File: src/sv/osnq_pkg.sv
// Shared types and constants for the ordered set with neighbor query.
package osnq_pkg;

  localparam int unsigned DefaultCapacity = 64;
  localparam int unsigned KeyWidth = 32;
  localparam int unsigned CountOutWidth = 7;

  typedef enum logic [2:0] {
    OP_INSERT   = 3'd0,
    OP_ERASE    = 3'd1,
    OP_CONTAINS = 3'd2,
    OP_LOWER    = 3'd3,
    OP_HIGHER   = 3'd4,
    OP_SIZE     = 3'd5
  } osnq_op_e;

  typedef struct packed {
    logic [2:0]                 func;
    logic signed [KeyWidth-1:0] key;
  } osnq_req_t;

  typedef struct packed {
    logic                       found;
    logic signed [KeyWidth-1:0] neighbor_key;
    logic [CountOutWidth-1:0]   count;
    logic                       full_drop;
  } osnq_rsp_t;

  // Broadcast from the top level to every cell.
  typedef struct packed {
    logic signed [KeyWidth-1:0] key;
    logic                       ins;
    logic                       del;
  } osnq_bcast_t;

  // Compare flags of one cell.
  typedef struct packed {
    logic lt;
    logic gt;
    logic eq;
  } osnq_flags_t;

endpackage

File: src/sv/osnq_cell.sv
// One storage cell of the sorted key row: compare, shift and neighbor select.
module osnq_cell
  import osnq_pkg::*;
(
  input  logic                       clk_i,
  input  logic                       occ_i,
  input  osnq_bcast_t                bcast_i,
  input  logic                       prev_lt_i,
  input  logic                       prev_gt_i,
  input  logic                       next_lt_i,
  input  logic signed [KeyWidth-1:0] prev_key_i,
  input  logic signed [KeyWidth-1:0] next_key_i,
  output logic signed [KeyWidth-1:0] key_o,
  output osnq_flags_t                flags_o,
  output logic signed [KeyWidth-1:0] lo_key_o,
  output logic signed [KeyWidth-1:0] hi_key_o
);

  logic signed [KeyWidth-1:0] key_q, key_d;
  logic                       at_pos;

  assign flags_o.lt = occ_i && (key_q < bcast_i.key);
  assign flags_o.gt = occ_i && (key_q > bcast_i.key);
  assign flags_o.eq = occ_i && (key_q == bcast_i.key);

  // First cell at or above the query key.
  assign at_pos = prev_lt_i && !flags_o.lt;

  always_comb begin
    key_d = key_q;
    if (bcast_i.ins && !flags_o.lt) begin
      key_d = at_pos ? bcast_i.key : prev_key_i;
    end else if (bcast_i.del && !flags_o.lt) begin
      key_d = next_key_i;
    end
  end

  always_ff @(posedge clk_i) begin
    key_q <= key_d;
  end

  // Last cell below the query and first cell above it.
  assign lo_key_o = (flags_o.lt && !next_lt_i) ? key_q : '0;
  assign hi_key_o = (flags_o.gt && !prev_gt_i) ? key_q : '0;
  assign key_o    = key_q;

endmodule

File: config.mk
export PLATFORM = sky130hd
export DESIGN_NAME = osnq_cell
export DESIGN_NICKNAME = d
export VERILOG_FILES = /design/src/sv/osnq_pkg.sv /design/src/sv/osnq_cell.sv
export SDC_FILE = /design/constraint.sdc
export NUM_CORES = 1
export LEC_CHECK = 0
export BUFFER_PORTS_ARGS = -buffer_cell sky130_fd_sc_hd__buf_2
export CAP_MARGIN = 20
export CORE_MARGIN = 4
export CORE_UTILIZATION = 44
export CTS_CLUSTER_SIZE = 24
export DETAILED_ROUTE_END_ITERATION = 12
export PLACE_DENSITY = 0.87
export SYNTH_ARGS = -nofsm -noshare
export SYNTH_HDL_FRONTEND = slang
export SYNTH_SLANG_ARGS = --single-unit
File: constraint.sdc
create_clock -name clk_i -period 4.1 [get_ports clk_i]
set_clock_uncertainty 0.1 [all_clocks]
set_input_delay 0.205 -clock clk_i [delete_from_list [all_inputs] [get_ports clk_i]]
set_output_delay 0.205 -clock clk_i [all_outputs]
set_load 0.03 [all_outputs]
==> results.sh <==
export IMPL_area_growth_pct=35.8
export IMPL_largest_reg_flops=32
export IMPL_final_fill_count=600
export IMPL_clock_sinks=32
export IMPL_clk_latency_ns=0.27
export IMPL_slew_viol_final=0
export IMPL_netlist_area_um2=3200
export IMPL_fin_setup_tns_ns=0
export IMPL_die_area_um2=8700
export IMPL_grt_overflow_total=0
export IMPL_rsz0062_at_grt="false"
export IMPL_num_vias=3283
export IMPL_dpl_cell_area_um2=4270
export IMPL_maxCapViolCount=0
export IMPL_wl_per_cell_um=16.5
export IMPL_finalCriticalPeriod_ns=3.49
export IMPL_ctsHoldBuffers=0
export IMPL_cts_tree="built"
export IMPL_netlist_instances=340
export IMPL_period_share=0.851
export IMPL_final_cell_area_um2=4350
export IMPL_detail_route_first_pass_iterations=6
export IMPL_cts_setup_buffers=0
export IMPL_power_density_nw_per_um2=338
export IMPL_start_kind="register"
export IMPL_grt_usage=0.235
export IMPL_fp_dieH_um=93.3
export IMPL_clk_pin_slew_worst_paths_ns=0.06
export IMPL_syn_mean_instance_area_um2=9.41
export IMPL_ys_ff_latch=32
export IMPL_critPathMaxFanout=32
export IMPL_async_reset_ff_frac=0
export IMPL_cts_root_buf="clkbuf_8"
export IMPL_drive_gt1_frac=0.467
export IMPL_cts_buffers_inserted=5
export IMPL_slew_headroom=0.475
export IMPL_cp_arrival_ns=3.18
export IMPL_antenna_found_initial=1
export IMPL_p_leak_uw=0.00227
export IMPL_fin_nets=672
export IMPL_hold_path_class="input pin to register"
export IMPL_max_freq_mhz=287
export IMPL_initial_core_util=0.461
export IMPL_drt_iter0_drc=80
export IMPL_setup_worst_path_end_class="output pin"
export IMPL_cts_resized=0
export IMPL_ir_drop_v=0.000164
export IMPL_rows=30
export IMPL_h_tree_depth=2
export IMPL_wl_um=10500
export IMPL_ys_seq_area_frac=0.300
export IMPL_setup_viol=0
export IMPL_synth_edf_count=32
export IMPL_grt_first_pass_wirelength_um=16100
export IMPL_die_w_um=93.3
export IMPL_required_ns=3.80
export IMPL_grt_pass1_vias=3442
export IMPL_drc=0
export IMPL_ys_types=39
export IMPL_vias_per_cell=5.18
export IMPL_coreArea_um2=6940
export IMPL_hold_violations=0
export IMPL_setup_worst_path_class="register to output pin"
export IMPL_detail_route_antenna_nets=0
export IMPL_ioPinCount=202
export IMPL_yosysWarnings=0
export IMPL_synth_ff_type="edfxtp_1"
export IMPL_place_congestion=0.847
export IMPL_dpl_hpwl_um=8380
export IMPL_status="complete, no violations"
export IMPL_clock_path_buffers=2
export IMPL_grt_max_degree=35
export IMPL_diodes=0
export IMPL_tightest_slew_ns=0.787
export IMPL_numPortBuffers=201
export IMPL_syn_num_nets=475
[Yosys cell counts (2+ instances only)]
cell      number  area share
o21ai_0        3      0.0047
nor2_1        36       0.042
nor2b_1        2      0.0039
buf_6          6       0.021
ha_1          32        0.13
mux2_1        32        0.11
nand4_1        5      0.0098
clkbuf_1       7      0.0082
nor4_1         3      0.0059
nand3_1        2      0.0031
and2_1        32       0.063
a21oi_1       13       0.020
nor3_1         3      0.0047
edfxtp_1      32        0.30
mux2_2        32        0.11
nand2_1       40       0.047
a21o_1         2      0.0047
inv_1         34       0.040
buf_2          3      0.0047
o31ai_1        2      0.0047
[routing by layer]
layer,global-route usage,part of all wire
met5,0,0.0012
met4,0.0940,0.029
met3,0.0555,0.082
met2,0.443,0.52
met1,0.248,0.37
[cells in the final DEF, fill, tap and decap left out, drive strengths merged, types with 3 or more instances in the layout]
cell,n
clkbuf,7
edfxtp,32
buf,206
ha,32
nand2,40
a21oi,14
o21ai,4
and2,32
nor4,4
inv,34
mux2,64
nor2,36
nand4,6
nor3,3
[critical path, stage by stage, from the launching register on]
cell and delay, ns:
edfxtp_1 0.43, ha_1 0.34, a21oi_1 0.17, o21ai_0 0.16
a221oi_1 0.44, a21oi_1 0.27, a2111oi_4 0.36, buf_4 0.36
and2_1 0.18, buf_2 0.20
[cell type report]
class,count,area (µm²),share of cell area
Sequential cell,32,961,0.221
Clock inverter,1,3.75,0.000864
Inverter,34,128,0.0294
Tap cell,96,120,0.0276
Multi-Input combinational cell,258,2010,0.463
Timing Repair Buffer,206,1040,0.240
Clock buffer,7,76.3,0.0176
[stage by stage]
step / total power [µW] / setup slack [ns] / hold slack [ns] / std cells / utilization
global placement: 1220 / 0.770 / 0.390 / 626 / 0.614
CTS: 1480 / 0.599 / 0.0981 / 634 / 0.626
floorplan: 1000 / 0.796 / 0.306 / 340 / -
finish: 1470 / 0.612 / 0.109 / 634 / 0.626
global route: 1560 / 0.354 / 0.0982 / 634 / 0.626
detailed placement: 1250 / 0.674 / 0.390 / 626 / 0.614
[path summary, 6_finish.rpt]
path / endpoint / slack (ns) / startpoint / depth (start not counted)
worst min-delay path: key_o[13]$_DFFE_PP_ / 0.11 / next_key_i[13] / 2
worst max-delay path: hi_key_o[18] / 0.61 / key_o[19]$_DFFE_PP_ / 9
worst max register to register: key_o[31]$_DFFE_PP_ / 0.70 / key_o[19]$_DFFE_PP_ / 8
worst min register to register: key_o[26]$_DFFE_PP_ / 1.56 / key_o[28]$_DFFE_PP_ / 7
[cell families (layout without fill, tap and decap cells)]
| family | Yosys count | after routing | share of synthesized area |
|---|---|---|---|
| AO/OA/AOI/OAI | 32 | 32 | 0.0770 |
| AND/OR/NAND/NOR | 130 | 130 | 0.199 |
| multiplexers | 64 | 64 | 0.225 |
| adder cells (fa/ha/maj) | 32 | 32 | 0.125 |
| flip-flops | 32 | 32 | 0.300 |
| buffers and inverters | 50 | 248 | 0.0739 |
[power breakdown]
| part | internal (µW) | total [µW] | switching [µW] |
|---|---|---|---|
| combinational | 259 | 751 | 491 |
| sequential | 438 | 491 | 53.9 |
| clock | 118 | 226 | 108 |
| total | 815 | 1470 | 653 |
Note: power is estimated with default switching activity, not from simulation.
